## src/rtl/eased_counter_ramp_defines.svh

```systemverilog
// Assertion macros for the eased counter ramp.
// Included by the RTL files that carry concurrent checks; no other dependencies.
`ifndef EASED_COUNTER_RAMP_DEFINES_SVH
`define EASED_COUNTER_RAMP_DEFINES_SVH
`ifndef SYNTH
`define ECR_ASSERT_IMP(label, clk, rstn, ante, cons) \
    label: assert property (@(posedge clk) disable iff (!rstn) (ante) |-> (cons)) \
        else $error("ecr check failed");
`define ECR_ASSERT_NXT(label, clk, rstn, ante, cons) \
    label: assert property (@(posedge clk) disable iff (!rstn) (ante) |=> (cons)) \
        else $error("ecr check failed");
`else
`define ECR_ASSERT_IMP(label, clk, rstn, ante, cons)
`define ECR_ASSERT_NXT(label, clk, rstn, ante, cons)
`endif
`endif

```

## src/rtl/ecr_pkg.sv

```systemverilog
// Shared types and constants for the eased counter ramp.
// No dependencies.
`timescale 1ns / 1ps
package ecr_pkg;

    localparam int VALUE_BITS_DEF = 32;
    localparam int AMOUNT_BITS    = 32;
    localparam int SHOWN_BITS     = 32;
    localparam int STRIDE_DIV     = 25;
    localparam int GEAR_STEPS     = 24;

    typedef enum logic [1:0] {
        REQ_SET  = 2'd0,
        REQ_ADD  = 2'd1,
        REQ_SUB  = 2'd2,
        REQ_TICK = 2'd3
    } ecr_req_t;

    typedef struct packed {
        ecr_req_t                 req_type;
        logic [AMOUNT_BITS-1:0]   amount;
        logic                     immediate;
    } ecr_in_t;

    typedef struct packed {
        logic [SHOWN_BITS-1:0]    shown_value;
        logic                     rolling;
    } ecr_out_t;

endpackage

```

## src/rtl/ecr_in_stage.sv

```systemverilog
// Input register of the eased counter ramp: holds one request word.
// Depends on ecr_pkg.
`timescale 1ns / 1ps
module ecr_in_stage
    import ecr_pkg::*;
(
    input  logic    aclk,
    input  logic    aresetn,
    input  logic    s_valid,
    output logic    s_ready,
    input  ecr_in_t s_data,
    output logic    buf_valid,
    output ecr_in_t buf_data,
    input  logic    buf_take
);

    logic    valid_reg;
    logic    valid_next;
    ecr_in_t data_reg;

    assign s_ready    = !valid_reg || buf_take;
    assign valid_next = s_ready ? s_valid : valid_reg;

    always_ff @(posedge aclk) begin
        if (!aresetn) begin
            valid_reg <= 1'b0;
        end else begin
            valid_reg <= valid_next;
        end
        if (s_valid && s_ready) begin
            data_reg <= s_data;
        end
    end

    assign buf_valid = valid_reg;
    assign buf_data  = data_reg;

endmodule

```

## config.mk

```make
export PLATFORM = sky130hd
export DESIGN_NAME = ecr_in_stage
export DESIGN_NICKNAME = d
export VERILOG_FILES = /design/src/rtl/eased_counter_ramp_defines.svh /design/src/rtl/ecr_pkg.sv /design/src/rtl/ecr_in_stage.sv
export SDC_FILE = /design/constraint.sdc
export NUM_CORES = 1
export LEC_CHECK = 0
export BUFFER_PORTS_ARGS = -buffer_cell sky130_fd_sc_hd__buf_2
export CAP_MARGIN = 5
export CORE_MARGIN = 2
export CORE_UTILIZATION = 35
export CTS_CLUSTER_DIAMETER = 100
export DETAILED_ROUTE_END_ITERATION = 6
export GPL_ROUTABILITY_DRIVEN = 1
export GPL_TIMING_DRIVEN = 0
export PLACE_DENSITY_LB_ADDON = 0.1
export SETUP_SLACK_MARGIN = 0.02
export SYNTH_ARGS = -nofsm -noshare
export SYNTH_HDL_FRONTEND = slang
export SYNTH_SLANG_ARGS = --single-unit
```

## constraint.sdc

```tcl
create_clock -name aclk -period 2 [get_ports aclk]
set_input_delay 0.4 -clock aclk [delete_from_list [all_inputs] [get_ports aclk]]
set_output_delay 0.4 -clock aclk [all_outputs]
set_load 0.1 [all_outputs]
```

# After elaboration in Yosys (flattened, before gate mapping)
# Index checks and enable logic that the tools add are counted.
dict set report totals {
  output_inout_bits 37
  wordCells 7
  in_bits 39
  regBits 36
}
dict set report op_classes {
  n_reduce_logical 3
}
# operator count
set ops {}
lappend ops {{$logic_and A1 B1 Y1} 1}
lappend ops {{$logic_not A1 Y1} 1}
lappend ops {{$logic_or A1 B1 Y1} 1}

# Logic depth before layout (Yosys ltp)
# Gate-level depths: netlist of the first run.
dict set report depth {
  word_depth 3
  mapped_depth 2
  depth_no_buf 2
}

# Least setup slack after synthesis of the first run
# Ideal clock, no wire load.
dict set report synth_timing {
  path_type {reg2reg}
  from {register valid_reg (netlist: buf_valid)}
  to {register data_reg (netlist bit buf_data[0]) (enable)}
  setup_time_ps 283
  synth_period_minus_slack_ps 2037
  path_stages_with_launch 3
  path_buffers 0
  arrival_time_ps 1753
  required_ps 1717
  slack_ps -37
  cell_sequence {dfxtp_1 nand2b_4 and2_4}
}
dict set report synth_between {
  elab_chain_len 3
}
# element line
set synth_lines {}
lappend synth_lines {{from (decl)} ecr_in_stage.sv:17} ;# logic valid_reg;
lappend synth_lines {{from (signal assigned)} ecr_in_stage.sv:28} ;# valid_reg <= valid_next;
lappend synth_lines {{$logic_not A1 Y1} ecr_in_stage.sv:21} ;# assign s_ready = !valid_reg || buf_take;
lappend synth_lines {{$logic_or A1 B1 Y1} ecr_in_stage.sv:21}
lappend synth_lines {{via s_ready} ecr_in_stage.sv:10} ;# output logic s_ready,
lappend synth_lines {{$logic_and A1 B1 Y1} ecr_in_stage.sv:30} ;# if (s_valid && s_ready) begin
lappend synth_lines {{to (signal assigned)} ecr_in_stage.sv:31} ;# data_reg <= s_data;
lappend synth_lines {{to (decl)} ecr_in_stage.sv:19} ;# ecr_in_t data_reg;
# The timed path passes the listed nets, and every way through them passes these cells.
# A chain may end at the register's enable or synchronous reset.

# Worst setup path in the final report of the first run
dict set report layout_timing {
  from {register valid_reg (netlist: buf_valid)}
  to {output port s_ready}
}
dict set report layout_between {
  elab_chain_len 2
}
# element line
set layout_lines {}
lappend layout_lines {{$logic_not A1 Y1} ecr_in_stage.sv:21}
lappend layout_lines {{$logic_or A1 B1 Y1} ecr_in_stage.sv:21}
lappend layout_lines {{to (decl)} ecr_in_stage.sv:10}
# Every way passes these cells.

==> flow_summary.yaml, run 1 <==
routing:
  drc: 0
  drt-total-wl_um: 1860
  vias: 666
  drc_marker_count_from_the_first_detailed_route_iteration: 6
  detailedRoute.firstPassIterationCount: 3
  antenna_violating_nets_post_route: 0
  detail_route.vias_per_cell: 3.99
  routedWlPerCell_um: 11.1
power_and_ir_drop:
  p_clk_frac: 0.213
  ir_drop_mv: 0.426
  share_seq_of_total_power: 0.538
  power_switching_share: 0.351
  internal-power_uw: 1070
  total_power_density_per_cell_area_mw_per_mm2: 1040
  power_leakage_uw: 0.000689
  power.share.combinational: 0.250
  power.switching_uw: 579
floorplan:
  die_height_um: 60.3
  initial_utilization: 0.366
  io-pin-count: 76
  coreArea_mm2: 0.00303
  chipWidth_um: 60.3
  floorplan.rows: 20
  dieArea_mm2: 0.00363
setup_path:
  path_class: "reg2out"
  required_ns: 1.60
  crit-reg2reg-capture: "buf_data[6]"
  critical_path.startpoint_type: "flip-flop"
  cp_max_fo: 3
  ff2ff_path_depth: 2
  capturing_element_type_of_the_critical_path: "output pin"
  ff_to_ff_start: "buf_valid"
  worst-r2r-setup-slack_ns: 0.78
  arrival_ns: 1.16
hold_path:
  timing.hold.worst.class: "in2reg"
  whs_path_depth: 1
  hp-start: "s_data[19]"
  hold-path-endpoint: "buf_data[19]"
layout:
  area.growth.synth_to_final_pct: 43.3
  fraction_of_layout_cells_with_a_size_suffix_above_1: 0.683
  diodes: 0
  finalNetCount: 161
yosys:
  synth-seq-cells: 36
  yosys.area_share.xor_xnor: 0
  synth_warnings: 0
  share_of_synthesized_cell_area_in_full_adder_half_adder_and_majority_cells: 0
  synth_nets: 79
  synthesis.area_mm2: 0.00111
  syn_avg_cell_area_um2: 27.7
  synthCells: 40
  synth_compound_area_frac: 0.0102
  post_synth_num_cell_types: 6
  main_combinational_cell_family_by_area_after_synthesis: "simple AND/OR/NAND/NOR gates"
  yosys.area_share.simple: 0.0203
  synthMuxAreaShare: 0
  part_of_the_yosys_area_used_for_sequential_elements: 0.966
global_route:
  largest_net_degree_at_the_start_of_global_routing: 36
  grtUsageTotal: 0.108
  first_global_vias: 627
  antenna_found_initial: 0
  wire_length_of_the_first_global_routing_pass_um: 2680
  grt_overflow_total: 0
timing:
  setup_viol_count_final: 0
  clock_skew_ns: 0.00889
  post-route-worst-setup-slack_ns: 0.438
  timing.final.crit_share: 0.781
  finalCriticalPeriod_ns: 1.56
  slew_viol_final: 0
  final.setup.tns_ns: 0
  max_slew_margin: 0.673
  rsz0062_at_grt: "false"
  final-hold-violation-count: 0
  maxClockFrequency_mhz: 640
  worst-slew-pin-transition_ns: 0.493
placement:
  place_worst_setup_slack_ns: 0.587
  last_weighted_congestion_value_of_the_routability_driven_placer: 0.649
  i_o_buffers: 75
  post_dp_hpwl_um: 1390
clocking:
  postCtsHoldBufs: 0
  cts-htree-levels: 2
  clock_tree.buffer_depth: 2
  post_cts_resize_count: 0
  clockRootBuffer: "sky130_fd_sc_hd__clkbuf_4"
  cts-buffers-inserted: 5
  cts_post_setup_buffers_inserted: 0
  path_clk_slew_ns: 0.10
  tritoncts: "yes"
  clk_latency_worst_skew_pair_ns: 0.32
  tritoncts_num_sinks: 36
run:
  max-cap-violations: 0
run_status:
  status: "finished, final reports clean"
==> flip-flops by register name, indices dropped and copies added (netlist names) <==
register / cells
buf_valid: 1
buf_data: 35
==> worst max-delay path, stage by stage, from the launching register on <==
cell	delay [ns]
sky130_fd_sc_hd__dfxtp_2	0.34
sky130_fd_sc_hd__nand2b_4	0.07
sky130_fd_sc_hd__buf_2	0.42
==> worst max-delay path by stage <==
| stage | from | end | slack (ns) | cells past startpoint |
|---|---|---|---|---|
| after floorplan | buf_valid | buf_data[0] | 0.37 | 2 |
| after global placement | buf_take | s_ready | 0.59 | 3 |
| after detailed placement | buf_take | buf_data[3] | 0.59 | 3 |
| after CTS | buf_valid | s_ready | 0.41 | 2 |
| after global routing | buf_valid | s_ready | 0.38 | 2 |
| final | buf_valid | s_ready | 0.44 | 2 |
==> kinds of logic after synthesis <==
family | count (synthesis)
compound gates | 1
buf+inv | 1
flops | 36
simple gates | 2
==> cell usage after synthesis <==
cell type                  number  share of area
sky130_fd_sc_hd__nand2b_4       1          0.012
sky130_fd_sc_hd__and2_4         1         0.0079
sky130_fd_sc_hd__a21boi_2       1          0.010
sky130_fd_sc_hd__dfxtp_1        1          0.018
sky130_fd_sc_hd__inv_1          1         0.0034
sky130_fd_sc_hd__edfxtp_1      35           0.95
==> power groups by stage <==
stage	logic, uW	registers, uW	clock network, uW
4_1_cts	415	889	366
3_5_place_dp	415	906	0
3_3_place_gp	412	906	0
5_1_grt	424	893	404
2_1_floorplan	25.6	1220	0
6_report	412	888	351
==> cells in the final DEF, fill, tap and decap left out <==
master	instances
sky130_fd_sc_hd__and2_4	1
sky130_fd_sc_hd__nand2b_4	1
sky130_fd_sc_hd__clkbuf_4	5
sky130_fd_sc_hd__dfxtp_2	1
sky130_fd_sc_hd__clkinv_1	1
sky130_fd_sc_hd__a21boi_2	1
sky130_fd_sc_hd__buf_2	75
sky130_fd_sc_hd__clkbuf_1	2
sky130_fd_sc_hd__inv_1	1
sky130_fd_sc_hd__edfxtp_1	35
==> metrics by stage <==
stage	hold WS [ns]	area, um^2	power, uW	std cells	util
after detailed placement	0.476	1540	1320	159	0.509
after CTS	0.219	1590	1670	167	0.525
after floorplan	0.499	1110	1240	40	-
after global routing	0.209	1590	1720	167	0.525
after global placement	0.472	1540	1320	159	0.509
final	0.239	1590	1650	167	0.525
==> routing by layer <==
| layer | global-route usage | up-vias | routed length (um) |
|---|---|---|---|
| met5 | 0 | - | 0 |
| li1 | - | 321 | - |
| met2 | 0.193 | 46 | 974 |
| met4 | 0.0381 | 0 | 21 |
| met3 | 0.0693 | 3 | 245 |
| met1 | 0.0977 | 296 | 614 |
==> cell type report <==
| type | count | area (um^2) |
|---|---|---|
| sequential | 36 | 1070 |
| multi-input combinational | 3 | 33.8 |
| clock inverter | 1 | 3.75 |
| tap | 44 | 55.1 |
| timing repair buffer | 75 | 375 |
| clock buffer | 7 | 45.0 |
| inverter | 1 | 3.75 |
| fill | 268 | 1440 |
Power figures use the tool's default switching activity.
==> inputs of run 2 (changes only) <==
--- a/config.mk
+++ b/config.mk
@@ -5,6 +5,7 @@
 export SDC_FILE = /design/constraint.sdc
 export NUM_CORES = 1
 export LEC_CHECK = 0
+export ABC_AREA = 1
 export BUFFER_PORTS_ARGS = -buffer_cell sky130_fd_sc_hd__buf_2
 export CAP_MARGIN = 5
 export CORE_MARGIN = 2
==> constraint.sdc (replaced) <==
create_clock -name aclk -period 1.4 [get_ports aclk]
set_input_delay 0.28 -clock aclk [delete_from_list [all_inputs] [get_ports aclk]]
set_output_delay 0.28 -clock aclk [all_outputs]
set_load 0.1 [all_outputs]
==> flow_summary.yaml, run 2 <==
yosys:
  synth_largest_area_cell: "sky130_fd_sc_hd__edfxtp_1"
  synth-seq-cells: 36
  yosys.area.top_type_share: 0.953
  synthesis.area_mm2: 0.00110
  synthArstFlopShare: 0
  yosys-top-cells-count: "sky130_fd_sc_hd__edfxtp_1, sky130_fd_sc_hd__inv_1"
  synth_nets: 81
  part_of_the_yosys_area_used_for_sequential_elements: 0.972
  synth.most_common_cell: "sky130_fd_sc_hd__edfxtp_1"
  syn_avg_cell_area_um2: 26.2
  post_synth_num_cell_types: 7
  synth_area_leaders: "sky130_fd_sc_hd__edfxtp_1, sky130_fd_sc_hd__dfxtp_1, sky130_fd_sc_hd__a21oi_2, sky130_fd_sc_hd__inv_1, sky130_fd_sc_hd__nand2_2"
  synth_warnings: 0
  dominantRegCellSynth: "sky130_fd_sc_hd__edfxtp_1"
  synth_enable_flop_cells: 35
  synthCells: 42
global_route:
  gr-usage-met3: 0.0693
  wire_length_of_the_first_global_routing_pass_um: 2870
  first_global_vias: 630
  grt_overflow_total: 0
  grtUsageTotal: 0.116
  grt_use_met1: 0.125
  antenna_found_initial: 0
  grt_use_met2: 0.191
  grt-busiest-layer: "met2"
  largest_net_degree_at_the_start_of_global_routing: 19
routing:
  routedWlPerCell_um: 11.9
  detail_route.vias_per_cell: 4.05
  drc_marker_count_from_the_first_detailed_route_iteration: 21
  vias: 684
  antenna_violating_nets_post_route: 0
  detailedRoute.firstPassIterationCount: 4
  drc: 0
  drt-total-wl_um: 2010
run:
  max-cap-violations: 0
setup_path:
  setup.worst_path.start: "buf_valid"
  worstPathBufferInverterCount: 1
  worst-r2r-setup-slack_ns: 0.17
  arrival_ns: 1.03
  path_class: "reg2out"
  crit_slowest_cell: "sky130_fd_sc_hd__dfxtp_4"
  worst_path_largest_cell_delay_ns: 0.41
  capturing_element_type_of_the_critical_path: "output pin"
  required_ns: 1.12
  crit-reg2reg-capture: "buf_data[29]"
  path_depth: 1
  ff2ff_path_depth: 1
  critPathCapture: "buf_valid"
  cp_max_fo: 4
  path_delay_family: "flip-flops"
  critical_path.cell_chain: "buf_4"
  critical_path.startpoint_type: "flip-flop"
  ff_to_ff_start: "buf_valid"
clocking:
  clk_latency_worst_skew_pair_ns: 0.32
  tritoncts: "yes"
  cts-htree-levels: 2
  clockRootBuffer: "sky130_fd_sc_hd__clkbuf_4"
  cts-buffers-inserted: 5
  path_clk_slew_ns: 0.09
  clock_tree.buffer_depth: 2
  tritoncts_num_sinks: 36
  cts_post_setup_buffers_inserted: 0
layout:
  fin_util: 0.564
  finalNetCount: 164
  diodes: 0
  final_common_cell: "sky130_fd_sc_hd__buf_2"
  fraction_of_layout_cells_with_a_size_suffix_above_1: 0.696
  filler_cell_count: 244
  commonest_non_fill_non_tap_cells_in_the_layout: "sky130_fd_sc_hd__buf_2, sky130_fd_sc_hd__edfxtp_1, sky130_fd_sc_hd__clkbuf_4, sky130_fd_sc_hd__buf_4"
  area.growth.synth_to_final_pct: 54.8
  number_of_flip_flops_under_the_largest_register_name: 35
timing:
  timing.final.crit_share: 0.939
  finalCriticalPeriod_ns: 1.31
  setup_viol_count_final: 0
  worst-slew-pin-transition_ns: 0.557
  slew_viol_final: 0
  post-route-worst-setup-slack_ns: 0.0858
  final-hold-violation-count: 0
  rsz0062_at_grt: "false"
  maxClockFrequency_mhz: 761
  clock_skew_ns: 0.00491
  max_slew_margin: 0.628
floorplan:
  dieArea_mm2: 0.00361
  coreArea_mm2: 0.00303
  chipWidth_um: 60.1
  floorplan.rows: 20
  die_height_um: 60.1
  initial_utilization: 0.364
  io-pin-count: 76
power_and_ir_drop:
  power.share.combinational: 0.264
  ir_drop_mv: 0.681
  p_clk_frac: 0.201
  power.switching_uw: 825
  internal-power_uw: 1550
  total_power_density_per_cell_area_mw_per_mm2: 1390
  power_switching_share: 0.347
  share_seq_of_total_power: 0.536
  power_leakage_uw: 0.000724
placement:
  place_worst_setup_slack_ns: -0.268
  post_dp_hpwl_um: 1440
  i_o_buffers: 75
  last_weighted_congestion_value_of_the_routability_driven_placer: 0.689
hold_path:
  timing.hold.worst.class: "in2reg"
run_status:
  status: "finished, final reports clean"
==> run 2: cell types whose count changed in the layout (fill, tap and decap cells not counted), moves of 2 or more <==
cell / previous run / this run
sky130_fd_sc_hd__buf_4: 0 / 12
sky130_fd_sc_hd__buf_2: 75 / 38
sky130_fd_sc_hd__clkbuf_4: 5 / 29
sky130_fd_sc_hd__a21oi_4: 0 / 2
==> run 2: cells by family after synthesis <==
logic type | after synthesis | synth area share
AND/OR/NAND/NOR | 1 | 0.00568
AO/OA/AOI/OAI | 2 | 0.0125
buffers and inverters | 3 | 0.0102
flip-flops | 36 | 0.972
==> run 2: final cells by class <==
class,instances,area [um^2],share of cell area
Sequential cell,36,1070,0.630
Timing Repair Buffer,75,472,0.276
Tap cell,44,55.1,0.0323
Multi-Input combinational cell,4,47.5,0.0279
Clock buffer,6,41.3,0.0242
Inverter,3,11.3,0.00660
Clock inverter,1,5.00,0.00293
==> run 2: power by group through the flow <==
stage	registers (uW)	logic (uW)	clock network, uW
2_1_floorplan	1740	37.4	0
3_3_place_gp	1290	589	0
3_5_place_dp	1300	593	0
4_1_cts	1270	608	506
5_1_grt	1280	646	557
6_report	1270	627	477
==> run 2: through the flow <==
step | hold WS, ns | instance area, um^2 | TNS [ns] | std cells | power, uW
after floorplan | 0.379 | 1120 | -4.08 | 42 | 1780
after global routing | 0.0933 | 1710 | 0 | 169 | 2480
after CTS | 0.106 | 1630 | -1.20 | 169 | 2390
after detailed placement | 0.458 | 1550 | -9.32 | 161 | 1890
final | 0.126 | 1710 | 0 | 169 | 2380
after global placement | 0.457 | 1550 | -7.87 | 161 | 1880
==> run 2: repair_timing <==
item,in CTS,in global routing
gates cloned,1,0
hold buffers,0,0
pin swaps,1,0
resized for setup,12,28
endpoints found under the setup margin,48,43
==> run 2: how the worst min path moves through the flow <==
stage / depth (start not counted) / endpoint / slack [ns] / startpoint
floorplan: 0 / buf_data[0] / 0.38 / s_data[0]
global placement: 1 / buf_data[9] / 0.46 / s_data[9]
detailed placement: 1 / buf_data[34] / 0.46 / s_data[34]
CTS: 1 / buf_data[34] / 0.11 / s_data[34]
global route: 1 / buf_data[3] / 0.09 / s_data[3]
finish: 1 / buf_data[2] / 0.13 / s_data[2]
==> run 2: metal layers <==
metal,share of wire,vias to the layer above
met4,0.012,0
li1,-,327
met5,0,-
met2,0.51,46
met1,0.36,308
met3,0.11,3
==> inputs of run 3 (changes only) <==
--- a/config.mk
+++ b/config.mk
@@ -10,6 +10,7 @@
 export CAP_MARGIN = 5
 export CORE_MARGIN = 2
 export CORE_UTILIZATION = 35
+export CTS_BUF_LIST = sky130_fd_sc_hd__clkbuf_2 sky130_fd_sc_hd__clkbuf_4 sky130_fd_sc_hd__clkbuf_8
 export CTS_CLUSTER_DIAMETER = 100
 export DETAILED_ROUTE_END_ITERATION = 6
 export GPL_ROUTABILITY_DRIVEN = 1
==> flow_summary.yaml, run 3 (same netlist as run 2, synthesis figures left out) <==
run_status:
  status: "finished, final reports clean"
timing:
  final-hold-violation-count: 0
  timing.final.crit_share: 0.938
  worst-slew-pin-transition_ns: 0.563
  maxClockFrequency_mhz: 762
  finalCriticalPeriod_ns: 1.31
  max_slew_margin: 0.624
  clock_skew_ns: 0.00307
  post-route-worst-setup-slack_ns: 0.0870
  rsz0062_at_grt: "false"
  setup_viol_count_final: 0
  slew_viol_final: 0
setup_path:
  worst-r2r-setup-slack_ns: 0.16
  crit-reg2reg-capture: "buf_data[23]"
  path_delay_family: "flip-flops"
  worstPathBufferInverterCount: 1
  ff2ff_path_depth: 1
  arrival_ns: 1.03
  path_class: "reg2out"
  ff_to_ff_start: "buf_valid"
  capturing_element_type_of_the_critical_path: "output pin"
  critical_path.cell_chain: "buf_4"
  worst_path_largest_cell_delay_ns: 0.41
  crit_slowest_cell: "sky130_fd_sc_hd__dfxtp_4"
  cp_max_fo: 4
  required_ns: 1.12
  critical_path.startpoint_type: "flip-flop"
global_route:
  first_global_vias: 640
  grt_overflow_total: 0
  largest_net_degree_at_the_start_of_global_routing: 19
  grtUsageTotal: 0.116
  antenna_found_initial: 0
  wire_length_of_the_first_global_routing_pass_um: 2840
routing:
  drt-total-wl_um: 2010
  vias: 682
  routedWlPerCell_um: 11.9
  detailedRoute.firstPassIterationCount: 4
  antenna_violating_nets_post_route: 0
  drc_marker_count_from_the_first_detailed_route_iteration: 21
  drc: 0
  detail_route.vias_per_cell: 4.04
placement:
  dp.cells: 161
  post_dp_hpwl_um: 1440
  i_o_buffers: 75
  last_weighted_congestion_value_of_the_routability_driven_placer: 0.689
  dpl-instance-area_mm2: 0.00155
  place_worst_setup_slack_ns: -0.268
power_and_ir_drop:
  total_power_density_per_cell_area_mw_per_mm2: 1400
  power_leakage_uw: 0.000727
  ir_drop_mv: 0.592
clocking:
  tritoncts: "yes"
  cts-htree-levels: 2
  clk_latency_worst_skew_pair_ns: 0.32
  cts-buffers-inserted: 5
  tritoncts_num_sinks: 36
  path_clk_slew_ns: 0.09
  clockRootBuffer: "sky130_fd_sc_hd__clkbuf_4"
  cts_post_setup_buffers_inserted: 0
  postCtsHoldBufs: 0
  clock_tree.buffer_depth: 2
layout:
  layout.cells.non_filler: 169
  area.growth.synth_to_final_pct: 55.2
  number_of_flip_flops_under_the_largest_register_name: 35
  design_area_mm2: 0.00171
  finalNetCount: 164
  final_common_cell: "sky130_fd_sc_hd__buf_2"
  commonest_non_fill_non_tap_cells_in_the_layout: "sky130_fd_sc_hd__buf_2, sky130_fd_sc_hd__edfxtp_1, sky130_fd_sc_hd__clkbuf_4, sky130_fd_sc_hd__buf_4"
  diodes: 0
  fraction_of_layout_cells_with_a_size_suffix_above_1: 0.704
floorplan:
  dieArea_mm2: 0.00361
  die_height_um: 60.1
  coreArea_mm2: 0.00303
  floorplan.rows: 20
  chipWidth_um: 60.1
  io-pin-count: 76
  initial_utilization: 0.364
hold_path:
  whs_path_depth: 1
  hp-start: "s_data[8]"
  timing.hold.worst.class: "in2reg"
  hold-path-endpoint: "buf_data[8]"
run:
  max-cap-violations: 0
run 3: repair_timing:
action / in CTS / in global routing
pin swaps: 1 / 0
resized for setup: 9 / 30
setup endpoints to repair: 43 / 30
cloned: 1 / 0
run 3: where the power goes:
group	internal, uW	leakage (uW)	switching, uW	total (uW)
registers	1260	0.000347	18.6	1270
clock network	204	0.0000315	296	500
logic	113	0.000348	513	626
run 3: layout make-up:
type | instances | area [um^2]
clock buffer | 6 | 45.0
clock inverter | 1 | 5.00
fill | 243 | 1320
inverter | 3 | 11.3
multi-input combinational | 4 | 47.5
sequential | 36 | 1070
tap | 44 | 55.1
timing repair buffer | 75 | 472
run 3: per-layer routing:
metal | part of all wire | global-route usage | vias to the layer above | wire length [um]
met1 | 0.36 | 0.119 | 310 | 729
met4 | 0 | 0.0381 | 0 | 0
met5 | 0 | 0 | - | 0
met3 | 0.11 | 0.0714 | 0 | 221
met2 | 0.53 | 0.193 | 45 | 1060
li1 | - | - | 327 | -
run 3: worst max path at each step:
stage | from | to | slack (ns) | depth (start not counted)
2_1_floorplan | buf_valid | buf_data[0] | -0.12 | 1
3_3_place_gp | buf_take | buf_data[11] | -0.23 | 3
3_5_place_dp | s_valid | buf_data[21] | -0.27 | 3
4_1_cts | buf_data[2] | buf_data[2] | 0.02 | 1
5_1_grt | buf_valid | buf_valid | 0.03 | 1
6_report | buf_valid | buf_valid | 0.09 | 1
run 3: metrics by stage:
stage	total power [uW]	TNS [ns]	util	hold WS, ns
after floorplan	1780	-4.08	-	0.379
after global placement	1880	-7.87	0.511	0.457
after detailed placement	1890	-9.32	0.511	0.458
after CTS	2400	0	0.540	0.110
after global routing	2500	0	0.565	0.0935
final	2400	0	0.565	0.127
